===== config.mk =====
export PLATFORM = sky130hd
export DESIGN_NAME = ansi_sgr_escape_parser
export DESIGN_NICKNAME = d
export VERILOG_FILES = /design/src/sv/asgr_pkg.sv /design/src/sv/asgr_fifo.sv /design/src/sv/asgr_front.sv /design/src/sv/asgr_back.sv /design/src/sv/ansi_sgr_escape_parser.sv
export SDC_FILE = /design/constraint.sdc
export NUM_CORES = 1
export LEC_CHECK = 0
export ABC_CLOCK_PERIOD_IN_PS = 4050
export BUFFER_PORTS_ARGS = -buffer_cell sky130_fd_sc_hd__buf_2
export CORE_MARGIN = 5
export CORE_UTILIZATION = 50
export CTS_BUF_LIST = sky130_fd_sc_hd__clkbuf_16
export CTS_CLUSTER_DIAMETER = 30
export DETAILED_ROUTE_END_ITERATION = 12
export PLACE_DENSITY = 0.7
export SLEW_MARGIN = 20
export SYNTH_ARGS = -nofsm -noshare
export SYNTH_HDL_FRONTEND = slang
export SYNTH_SLANG_ARGS = --single-unit

===== constraint.sdc =====
create_clock -name i_clk -period 4.05 [get_ports i_clk]
set_input_delay 0.405 -clock i_clk [delete_from_list [all_inputs] [get_ports i_clk]]
set_output_delay 0.405 -clock i_clk [all_outputs]
set_load 0.02 [all_outputs]

===== src/sv/asgr_pkg.sv =====
`default_nettype none

package asgr_pkg;

    localparam int MAX_PARAMS_DEF = 8;
    localparam int QUEUE_DEPTH    = 4;

    localparam logic [7:0] BYTE_ESC  = 8'h1B;
    localparam logic [7:0] BYTE_BEL  = 8'h07;
    localparam logic [7:0] BYTE_CSI  = 8'h5B;  // '['
    localparam logic [7:0] BYTE_OSC  = 8'h5D;  // ']'
    localparam logic [7:0] BYTE_SGR  = 8'h6D;  // 'm'
    localparam logic [7:0] BYTE_SEP  = 8'h3B;  // ';'
    localparam logic [7:0] BYTE_D0   = 8'h30;  // '0'
    localparam logic [7:0] BYTE_D9   = 8'h39;  // '9'

    localparam logic [3:0]  COLOR_DEFAULT = 4'd8;
    localparam logic [19:0] VALUE_MAX     = 20'd65535;

    localparam logic [15:0] SGR_RESET      = 16'd0;
    localparam logic [15:0] SGR_BOLD       = 16'd1;
    localparam logic [15:0] SGR_UNDERLINE  = 16'd4;
    localparam logic [15:0] SGR_INVERSE    = 16'd7;
    localparam logic [15:0] SGR_BOLD_OFF   = 16'd22;
    localparam logic [15:0] SGR_UL_OFF     = 16'd24;
    localparam logic [15:0] SGR_INV_OFF    = 16'd27;
    localparam logic [15:0] SGR_FG_BASE    = 16'd30;
    localparam logic [15:0] SGR_FG_LAST    = 16'd37;
    localparam logic [15:0] SGR_FG_DEFAULT = 16'd39;
    localparam logic [15:0] SGR_BG_BASE    = 16'd40;
    localparam logic [15:0] SGR_BG_LAST    = 16'd47;
    localparam logic [15:0] SGR_BG_DEFAULT = 16'd49;

    typedef enum logic [1:0] {
        OP_EMIT,
        OP_RESET,
        OP_APPLY
    } t_op;

    typedef struct packed {
        t_op         op;
        logic [15:0] data;
    } t_cmd;

    typedef enum logic [2:0] {
        FS_NORMAL,
        FS_ESCAPE,
        FS_CSI,
        FS_OSC,
        FS_READ,
        FS_PUSH
    } t_fstate;

endpackage

`default_nettype wire


===== src/sv/asgr_fifo.sv =====
`default_nettype none

module asgr_fifo #(
    parameter int DEPTH = asgr_pkg::QUEUE_DEPTH
) (
    input  wire logic           i_clk,
    input  wire logic           i_rst_n,
    input  wire logic           i_push,
    input  wire asgr_pkg::t_cmd i_cmd,
    output logic                o_full,
    input  wire logic           i_pop,
    output logic                o_valid,
    output asgr_pkg::t_cmd      o_cmd
);

    localparam int PTR_W = (DEPTH > 1) ? $clog2(DEPTH) : 1;
    localparam int CNT_W = $clog2(DEPTH + 1);
    localparam logic [CNT_W-1:0] CNT_FULL = CNT_W'(DEPTH);
    localparam logic [PTR_W-1:0] PTR_LAST = PTR_W'(DEPTH - 1);

    asgr_pkg::t_cmd   r_mem [DEPTH];
    logic [PTR_W-1:0] r_wr;
    logic [PTR_W-1:0] r_rd;
    logic [CNT_W-1:0] r_cnt;

    assign o_full  = (r_cnt == CNT_FULL);
    assign o_valid = (r_cnt != '0);
    assign o_cmd   = r_mem[r_rd];

    always_ff @(posedge i_clk) begin
        if (i_push) begin
            r_mem[r_wr] <= i_cmd;
        end
    end

    always_ff @(posedge i_clk) begin
        if (!i_rst_n) begin
            r_wr  <= '0;
            r_rd  <= '0;
            r_cnt <= '0;
        end else begin
            if (i_push) begin
                r_wr <= (r_wr == PTR_LAST) ? '0 : r_wr + PTR_W'(1);
            end
            if (i_pop) begin
                r_rd <= (r_rd == PTR_LAST) ? '0 : r_rd + PTR_W'(1);
            end
            if (i_push && !i_pop) begin
                r_cnt <= r_cnt + CNT_W'(1);
            end else if (i_pop && !i_push) begin
                r_cnt <= r_cnt - CNT_W'(1);
            end
        end
    end

endmodule

`default_nettype wire


===== src/sv/asgr_front.sv =====
`default_nettype none

module asgr_front #(
    parameter int MAX_PARAMS = asgr_pkg::MAX_PARAMS_DEF
) (
    input  wire logic       i_clk,
    input  wire logic       i_rst_n,
    input  wire logic       i_valid,
    input  wire logic [7:0] i_byte,
    output logic            o_stall,
    output logic            o_push,
    output asgr_pkg::t_cmd  o_cmd,
    input  wire logic       i_full
);

    localparam int IDX_W = (MAX_PARAMS > 1) ? $clog2(MAX_PARAMS) : 1;
    localparam int CNT_W = $clog2(MAX_PARAMS + 2);
    localparam logic [CNT_W-1:0] CNT_MAX  = CNT_W'(MAX_PARAMS);
    localparam logic [CNT_W-1:0] CNT_OVF  = CNT_W'(MAX_PARAMS + 1);
    localparam logic [IDX_W-1:0] IDX_LAST = IDX_W'(MAX_PARAMS - 1);

    asgr_pkg::t_fstate r_state, n_state;
    logic [CNT_W-1:0]  r_cnt, n_cnt;
    logic [15:0]       r_acc, n_acc;
    logic [IDX_W-1:0]  r_idx, n_idx;
    logic [IDX_W-1:0]  r_last, n_last;

    logic [15:0]       r_store [MAX_PARAMS];
    logic [15:0]       r_rd_data;

    logic              wr_en;
    logic [IDX_W-1:0]  wr_addr;
    logic [15:0]       wr_data;

    logic              parsing;
    logic              accept;
    logic [CNT_W-1:0]  cnt_m1;
    logic [IDX_W-1:0]  cur_idx;
    logic [7:0]        digit_full;
    logic [19:0]       prod;
    logic [15:0]       acc_next;
    logic              is_digit;

    assign cnt_m1     = r_cnt - CNT_W'(1);
    assign cur_idx    = cnt_m1[IDX_W-1:0];
    assign digit_full = i_byte - asgr_pkg::BYTE_D0;
    assign prod       = ({4'b0, r_acc} << 3) + ({4'b0, r_acc} << 1)
                      + {16'b0, digit_full[3:0]};
    assign acc_next   = (prod > asgr_pkg::VALUE_MAX) ? 16'hFFFF : prod[15:0];
    assign is_digit   = (i_byte inside {[asgr_pkg::BYTE_D0:asgr_pkg::BYTE_D9]});

    assign parsing = (r_state == asgr_pkg::FS_NORMAL) || (r_state == asgr_pkg::FS_ESCAPE)
                  || (r_state == asgr_pkg::FS_CSI) || (r_state == asgr_pkg::FS_OSC);
    assign o_stall = !parsing || i_full;
    assign accept  = i_valid && !o_stall;

    always_comb begin
        n_state = r_state;
        n_cnt   = r_cnt;
        n_acc   = r_acc;
        n_idx   = r_idx;
        n_last  = r_last;
        o_push  = 1'b0;
        o_cmd   = '{op: asgr_pkg::OP_EMIT, data: {8'h00, i_byte}};
        wr_en   = 1'b0;
        wr_addr = cur_idx;
        wr_data = r_acc;
        case (r_state)
            asgr_pkg::FS_NORMAL: begin
                if (accept) begin
                    if (i_byte == asgr_pkg::BYTE_ESC) begin
                        n_state = asgr_pkg::FS_ESCAPE;
                    end else begin
                        o_push = 1'b1;
                    end
                end
            end
            asgr_pkg::FS_ESCAPE: begin
                if (accept) begin
                    if (i_byte == asgr_pkg::BYTE_CSI) begin
                        n_state = asgr_pkg::FS_CSI;
                        n_cnt   = '0;
                    end else if (i_byte == asgr_pkg::BYTE_OSC) begin
                        n_state = asgr_pkg::FS_OSC;
                    end else begin
                        if (i_byte == asgr_pkg::BYTE_SGR) begin
                            o_push = 1'b1;
                            o_cmd  = '{op: asgr_pkg::OP_RESET, data: 16'h0000};
                        end
                        n_state = asgr_pkg::FS_NORMAL;
                    end
                end
            end
            asgr_pkg::FS_CSI: begin
                if (accept) begin
                    if (is_digit) begin
                        if (r_cnt == '0) begin
                            n_cnt = CNT_W'(1);
                            n_acc = {12'h000, digit_full[3:0]};
                        end else if (r_cnt != CNT_OVF) begin
                            n_acc = acc_next;
                        end
                    end else if (i_byte == asgr_pkg::BYTE_SEP) begin
                        // The current parameter lives in r_acc; a separator
                        // closes it into the store and opens the next one.
                        if (r_cnt == '0) begin
                            wr_en   = 1'b1;
                            wr_addr = '0;
                            wr_data = 16'h0000;
                            n_acc   = 16'h0000;
                            n_cnt   = (MAX_PARAMS > 1) ? CNT_W'(2) : CNT_OVF;
                        end else if (r_cnt != CNT_OVF) begin
                            wr_en = 1'b1;
                            n_acc = 16'h0000;
                            n_cnt = (r_cnt == CNT_MAX) ? CNT_OVF : r_cnt + CNT_W'(1);
                        end
                    end else begin
                        n_state = asgr_pkg::FS_NORMAL;
                        if (i_byte == asgr_pkg::BYTE_SGR) begin
                            if (r_cnt == '0) begin
                                o_push = 1'b1;
                                o_cmd  = '{op: asgr_pkg::OP_RESET, data: 16'h0000};
                            end else begin
                                wr_en   = (r_cnt != CNT_OVF);
                                n_idx   = '0;
                                n_last  = (r_cnt == CNT_OVF) ? IDX_LAST : cur_idx;
                                n_state = asgr_pkg::FS_READ;
                            end
                        end
                    end
                end
            end
            asgr_pkg::FS_OSC: begin
                if (accept && (i_byte == asgr_pkg::BYTE_BEL
                               || i_byte == asgr_pkg::BYTE_ESC)) begin
                    n_state = asgr_pkg::FS_NORMAL;
                end
            end
            asgr_pkg::FS_READ: begin
                n_state = asgr_pkg::FS_PUSH;
            end
            asgr_pkg::FS_PUSH: begin
                if (!i_full) begin
                    o_push = 1'b1;
                    o_cmd  = '{op: asgr_pkg::OP_APPLY, data: r_rd_data};
                    if (r_idx == r_last) begin
                        n_state = asgr_pkg::FS_NORMAL;
                    end else begin
                        n_idx   = r_idx + IDX_W'(1);
                        n_state = asgr_pkg::FS_READ;
                    end
                end
            end
            default: begin
                n_state = asgr_pkg::FS_NORMAL;
            end
        endcase
    end

    always_ff @(posedge i_clk) begin
        if (wr_en) begin
            r_store[wr_addr] <= wr_data;
        end
        r_rd_data <= r_store[r_idx];
    end

    always_ff @(posedge i_clk) begin
        if (!i_rst_n) begin
            r_state <= asgr_pkg::FS_NORMAL;
            r_cnt   <= '0;
            r_idx   <= '0;
            r_last  <= '0;
        end else begin
            r_state <= n_state;
            r_cnt   <= n_cnt;
            r_idx   <= n_idx;
            r_last  <= n_last;
        end
    end

    always_ff @(posedge i_clk) begin
        r_acc <= n_acc;
    end

endmodule

`default_nettype wire


===== src/sv/asgr_back.sv =====
`default_nettype none

module asgr_back (
    input  wire logic       i_clk,
    input  wire logic       i_rst_n,
    input  wire logic       i_cmd_valid,
    input  wire asgr_pkg::t_cmd i_cmd,
    output logic            o_pop,
    output logic            o_valid,
    input  wire logic       i_stall,
    output logic [7:0]      o_out_char,
    output logic            o_bold,
    output logic            o_underline,
    output logic            o_inverse,
    output logic [3:0]      o_fg_color,
    output logic [3:0]      o_bg_color
);

    logic       r_bold, n_bold;
    logic       r_underline, n_underline;
    logic       r_inverse, n_inverse;
    logic [3:0] r_fg, n_fg;
    logic [3:0] r_bg, n_bg;

    logic       r_out_valid;
    logic [7:0] r_out_char;
    logic       r_out_bold;
    logic       r_out_underline;
    logic       r_out_inverse;
    logic [3:0] r_out_fg;
    logic [3:0] r_out_bg;

    logic        slot_free;
    logic        emit;
    logic [15:0] fg_off;
    logic [15:0] bg_off;

    assign slot_free = !r_out_valid || !i_stall;
    assign o_pop     = i_cmd_valid && ((i_cmd.op != asgr_pkg::OP_EMIT) || slot_free);
    assign emit      = o_pop && (i_cmd.op == asgr_pkg::OP_EMIT);
    assign fg_off    = i_cmd.data - asgr_pkg::SGR_FG_BASE;
    assign bg_off    = i_cmd.data - asgr_pkg::SGR_BG_BASE;

    always_comb begin
        n_bold      = r_bold;
        n_underline = r_underline;
        n_inverse   = r_inverse;
        n_fg        = r_fg;
        n_bg        = r_bg;
        if (o_pop) begin
            case (i_cmd.op)
                asgr_pkg::OP_RESET: begin
                    n_bold      = 1'b0;
                    n_underline = 1'b0;
                    n_inverse   = 1'b0;
                    n_fg        = asgr_pkg::COLOR_DEFAULT;
                    n_bg        = asgr_pkg::COLOR_DEFAULT;
                end
                asgr_pkg::OP_APPLY: begin
                    if (i_cmd.data == asgr_pkg::SGR_RESET) begin
                        n_bold      = 1'b0;
                        n_underline = 1'b0;
                        n_inverse   = 1'b0;
                        n_fg        = asgr_pkg::COLOR_DEFAULT;
                        n_bg        = asgr_pkg::COLOR_DEFAULT;
                    end else if (i_cmd.data == asgr_pkg::SGR_BOLD) begin
                        n_bold = 1'b1;
                    end else if (i_cmd.data == asgr_pkg::SGR_UNDERLINE) begin
                        n_underline = 1'b1;
                    end else if (i_cmd.data == asgr_pkg::SGR_INVERSE) begin
                        n_inverse = 1'b1;
                    end else if (i_cmd.data == asgr_pkg::SGR_BOLD_OFF) begin
                        n_bold = 1'b0;
                    end else if (i_cmd.data == asgr_pkg::SGR_UL_OFF) begin
                        n_underline = 1'b0;
                    end else if (i_cmd.data == asgr_pkg::SGR_INV_OFF) begin
                        n_inverse = 1'b0;
                    end else if (i_cmd.data inside {[asgr_pkg::SGR_FG_BASE:
                                                     asgr_pkg::SGR_FG_LAST]}) begin
                        n_fg = fg_off[3:0];
                    end else if (i_cmd.data == asgr_pkg::SGR_FG_DEFAULT) begin
                        n_fg = asgr_pkg::COLOR_DEFAULT;
                    end else if (i_cmd.data inside {[asgr_pkg::SGR_BG_BASE:
                                                     asgr_pkg::SGR_BG_LAST]}) begin
                        n_bg = bg_off[3:0];
                    end else if (i_cmd.data == asgr_pkg::SGR_BG_DEFAULT) begin
                        n_bg = asgr_pkg::COLOR_DEFAULT;
                    end
                end
                default: begin
                end
            endcase
        end
    end

    always_ff @(posedge i_clk) begin
        if (!i_rst_n) begin
            r_bold      <= 1'b0;
            r_underline <= 1'b0;
            r_inverse   <= 1'b0;
            r_fg        <= asgr_pkg::COLOR_DEFAULT;
            r_bg        <= asgr_pkg::COLOR_DEFAULT;
            r_out_valid <= 1'b0;
        end else begin
            r_bold      <= n_bold;
            r_underline <= n_underline;
            r_inverse   <= n_inverse;
            r_fg        <= n_fg;
            r_bg        <= n_bg;
            if (slot_free) begin
                r_out_valid <= emit;
            end
        end
    end

    // The word captures the attributes in force before this command; a
    // character command never changes them.
    always_ff @(posedge i_clk) begin
        if (emit) begin
            r_out_char      <= i_cmd.data[7:0];
            r_out_bold      <= r_bold;
            r_out_underline <= r_underline;
            r_out_inverse   <= r_inverse;
            r_out_fg        <= r_fg;
            r_out_bg        <= r_bg;
        end
    end

    assign o_valid     = r_out_valid;
    assign o_out_char  = r_out_char;
    assign o_bold      = r_out_bold;
    assign o_underline = r_out_underline;
    assign o_inverse   = r_out_inverse;
    assign o_fg_color  = r_out_fg;
    assign o_bg_color  = r_out_bg;

endmodule

`default_nettype wire


===== src/sv/ansi_sgr_escape_parser.sv =====
// Terminal byte stream parser that strips escape sequences and tags each
// displayed byte with the current SGR attributes.
// Input channel: i_valid / o_stall with i_in_byte. A word is taken on a
// rising edge where i_valid is high and o_stall is low.
// Output channel: o_valid / i_stall with o_out_char, o_bold, o_underline,
// o_inverse, o_fg_color and o_bg_color. Only displayable bytes produce a
// word; escape, CSI and OSC bytes are consumed silently.
// A displayed byte passes through the command queue and then the output
// register before it appears on the output.
// Throughput: one byte per cycle in plain text and while collecting CSI
// parameters, while the command queue has room. A CSI sequence ending in
// 'm' holds o_stall high while the front end reads its stored parameters
// (up to MAX_PARAMS) from the parameter store into the queue one by one.
// When i_stall holds the output word, the queue fills and then o_stall
// rises; nothing is dropped.
// Reset (synchronous, i_rst_n low) returns to normal text mode, clears
// bold, underline and inverse, sets both colors to default (8) and
// empties the queue. The parameter store needs no clearing.
`default_nettype none

module ansi_sgr_escape_parser #(
    parameter int MAX_PARAMS = asgr_pkg::MAX_PARAMS_DEF
) (
    input  wire logic       i_clk,
    input  wire logic       i_rst_n,
    input  wire logic       i_valid,
    output logic            o_stall,
    input  wire logic [7:0] i_in_byte,
    output logic            o_valid,
    input  wire logic       i_stall,
    output logic [7:0]      o_out_char,
    output logic            o_bold,
    output logic            o_underline,
    output logic            o_inverse,
    output logic [3:0]      o_fg_color,
    output logic [3:0]      o_bg_color
);

    logic           q_push;
    logic           q_full;
    logic           q_pop;
    logic           q_valid;
    asgr_pkg::t_cmd q_in_cmd;
    asgr_pkg::t_cmd q_out_cmd;

    asgr_front #(
        .MAX_PARAMS(MAX_PARAMS)
    ) u_front (
        .i_clk   (i_clk),
        .i_rst_n (i_rst_n),
        .i_valid (i_valid),
        .i_byte  (i_in_byte),
        .o_stall (o_stall),
        .o_push  (q_push),
        .o_cmd   (q_in_cmd),
        .i_full  (q_full)
    );

    asgr_fifo #(
        .DEPTH(asgr_pkg::QUEUE_DEPTH)
    ) u_fifo (
        .i_clk   (i_clk),
        .i_rst_n (i_rst_n),
        .i_push  (q_push),
        .i_cmd   (q_in_cmd),
        .o_full  (q_full),
        .i_pop   (q_pop),
        .o_valid (q_valid),
        .o_cmd   (q_out_cmd)
    );

    asgr_back u_back (
        .i_clk       (i_clk),
        .i_rst_n     (i_rst_n),
        .i_cmd_valid (q_valid),
        .i_cmd       (q_out_cmd),
        .o_pop       (q_pop),
        .o_valid     (o_valid),
        .i_stall     (i_stall),
        .o_out_char  (o_out_char),
        .o_bold      (o_bold),
        .o_underline (o_underline),
        .o_inverse   (o_inverse),
        .o_fg_color  (o_fg_color),
        .o_bg_color  (o_bg_color)
    );

    a_no_push_when_full: assert property (@(posedge i_clk) disable iff (!i_rst_n)
        !(q_push && q_full))
        else $error("command pushed into a full queue");

    a_pop_needs_entry: assert property (@(posedge i_clk) disable iff (!i_rst_n)
        q_pop |-> q_valid)
        else $error("command popped from an empty queue");

    a_color_range: assert property (@(posedge i_clk) disable iff (!i_rst_n)
        o_valid |-> (o_fg_color <= asgr_pkg::COLOR_DEFAULT)
                 && (o_bg_color <= asgr_pkg::COLOR_DEFAULT))
        else $error("color index beyond default");

endmodule

`default_nettype wire


==> results.yml <==
outcome:
  run_status: "completed"
sta:
  fin_hold_ws_ns: 0.122
  finalSetupViolCount: 0
  slew-limit-headroom_pct: 41.9
  slew_violations: 0
  timing.clock.skew_ns: 0.0317
  fin_crit_sh_pct: 93.2
  timing.final.hold_violations: 0
  fmax_mhz: 265
  setup_tns_ns: 0
  rsz0062_at_grt: "no"
  worst_slew_pin_slew_ns: 0.872
  fin_crit_ns: 3.78
layout:
  diodes: 0
  layout_commonest_cell: "edfxtp_1"
  drive_gt1_share_pct: 23.6
  finalInstanceArea_um2: 15000
  area_growth_syn_to_layout_pct: 19.6
  most-common-layout-cells: "edfxtp_1, clkbuf_16, dfxtp_1"
  nets: 983
route:
  drtAntennaViolNets: 0
  via_count: 7438
  vias_per_cell: 5.73
  detail_route.iter0.violations: 510
  drc: 0
  drt-wirelength-per-cell_um: 19.7
  first_pass_detailed_route_iteration_total: 5
  finalWirelength_um: 25600
placement:
  place.gp.congestion: 0.873
  dp_hpwl_um: 16100
  port-buffer-count: 32
  placed_area_um2: 13200
die:
  die_h_um: 169
  floorplan.die_area_um2: 28400
  fp.coreArea_um2: 25000
  row_count: 58
  ios: 33
  initial_utilization_pct: 50.4
  chipWidth_um: 169
clock_network:
  number_of_hold_buffers_added_after_cts: 0
  clock_tree.buffer_depth: 3
  insertion_delay_ns: 0.57
  cts.repair_timing.setup_buffer_count: 0
  cts.reportedPaths.clkPinSlew_ns: 0.05
  clock_tree_from_tritoncts: "done"
  cts_resized: 0
  cts_htree_levels: 2
  cts.root.buffer_cell: "clkbuf_16"
  tritoncts.num_buffers: 54
  cts_num_sinks: 285
worst_setup_path:
  cp-startpoint: "u_front.r_cnt[0]"
  end_kind: "flip-flop"
  r2r-end: "u_fifo.r_cnt[2]"
  worst-setup-path-type: "flip-flop to flip-flop"
  reg2reg_depth: 13
  worstPathMaxFanout: 13
  critical_path.endpoint: "u_fifo.r_cnt[2]"
  rrSetupSlack_ns: 0.27
  worst-endpoint-required_ns: 4.54
  worstPathArrival_ns: 4.26
  rr_startpoint: "u_front.r_cnt[0]"
  setup.worst_path.start_class: "flip-flop"
synth:
  yosys_warnings: 0
  synth-edff-count: 235
  postSynth.asyncResetShare_pct: 0
  synth_area_um2: 12600
  netlist-cell-type-count: 74
  netlist.area_leader.share_pct: 56.1
  synth_sequential_area_ratio_pct: 64.1
  netlist_instances: 849
  avgSynthCellArea_um2: 14.8
  synth_seq_cells: 285
  postSynth.topFlopCell: "edfxtp_1"
  yosys-top-cells-area: "edfxtp_1, dfxtp_1, mux4_2, ha_1, mux2_2"
  yosysTopAreaCell: "edfxtp_1"
  synth_fp_nets: 910
power_and_ir_drop:
  ir_worst_vdd_v: 0.000403
  leakagePower_nw: 4.89
  power-per-cell-area_nw_per_um2: 589
global_routing:
  global_route.usage.met2_pct: 31.0
  total_congestion_overflow_after_global_routing: 0
  maximum_number_of_pins_on_one_net_before_global_route_repair: 38
  met3_usage_grt_pct: 3.76
  first_global_vias: 7509
  first_pass_grt_wire_length_um: 40900
  antenna_found_initial: 0
  grt_busiest_layer: "met2"
  track_usage_pct: 18.2
  grt_util_met1_pct: 24.0
flow_run:
  max_cap_violations: 0
min_path:
  worstHoldPathType: "primary input to flip-flop"
==> report_power, final <==
group,switching (W),internal (W),total (W)
registers,0.0000938,0.00335,0.00345
logic,0.000629,0.000378,0.00101
clock network,0.00154,0.00286,0.00440
==> layer usage <==
metal | part of all wire [%] | vias to the layer above
met5 | 0 | -
met4 | 1.6 | 0
met3 | 5.4 | 40
met2 | 50 | 214
met1 | 43 | 3685
li1 | - | 3499
==> logic make-up (layout without fill, tap and decap cells) <==
| family | count (synthesis) | after routing | synth area share (%) |
|---|---|---|---|
| adder cells (fa/ha/maj) | 49 | 49 | 5.06 |
| AND/OR/NAND/NOR | 221 | 221 | 9.54 |
| XOR/XNOR | 21 | 21 | 1.46 |
| buffers and inverters | 57 | 176 | 1.97 |
| flip-flops | 285 | 285 | 64.1 |
| multiplexers | 66 | 66 | 9.60 |
| AO/OA/AOI/OAI | 150 | 150 | 8.27 |
==> cells in the mapped netlist (6+ instances only) <==
cell type,instances
a221o_1,6
dfxtp_1,50
and2_1,17
nor3_1,13
a21boi_0,6
nand2b_1,8
clkbuf_1,29
mux4_2,39
a31oi_1,9
xnor2_1,11
or3_1,7
o21ai_0,28
nor2_1,32
inv_1,19
mux2_2,17
nor2b_1,28
nand4_1,6
mux2i_1,7
xor2_1,10
edfxtp_1,235
nor4_1,13
nand2_1,45
nand3_1,26
a21oi_1,37
a211oi_1,10
ha_1,46
==> cell type report <==
type                    instances  area (um^2)
fillers                      1920         9930
flip-flops and latches        285         8060
multi-input cells             507         4320
clock buffers                  54         1350
clock inverters                48          495
well taps                     330          413
repair buffers                 54          325
inverters                      20         75.1
==> worst min path at each step <==
stage | endpoint | slack (ns) | cells past startpoint | startpoint
after detailed placement | u_back.o_fg_color[0] | 0.42 | 0 | u_back.r_fg[0]
after global routing | u_back.o_valid | 0.14 | 3 | i_stall
after global placement | u_back.o_inverse | 0.41 | 0 | u_back.r_inverse
final | u_back.o_valid | 0.12 | 3 | i_stall
after CTS | u_back.o_valid | 0.10 | 3 | i_stall
after floorplan | u_back.o_bg_color[1] | 0.41 | 0 | u_back.r_bg[1]
==> registers in the layout, summed over array words and instances, names as in the netlist, 4 cells and up, named ones only <==
name,flops
u_front.r_store,128
u_fifo.r_mem,72
u_front.r_acc,16
u_front.r_rd_data,16
u_back.o_out_char,8
u_back.o_bg_color,4
u_back.o_fg_color,4
u_back.r_bg,4
u_back.r_fg,4
u_front.r_cnt,4
==> metrics by stage <==
step           utilization, %  instances  worst slack [ns]  power [W]
4_1_cts                  60.2       1298             0.298    0.00893
6_report                 60.2       1298             0.275    0.00886
3_3_place_gp             52.8       1196             0.489    0.00449
2_1_floorplan               -        849            0.0908    0.00426
5_1_grt                  60.2       1298             0.106    0.00924
3_5_place_dp             52.8       1196             0.355    0.00450
==> critical path, cell delays in order, from the launching register on <==
cell	delay, ns
dfxtp_1	0.43
inv_1	0.21
ha_1	0.24
or3b_2	0.61
o41ai_1	0.40
o311a_1	0.22
a21oi_1	0.05
o22ai_1	0.25
ha_1	0.23
inv_1	0.06
fa_1	0.37
xor2_1	0.16
or3_1	0.30
a21boi_0	0.18
No activity file was read; power rests on OpenSTA's default activity.
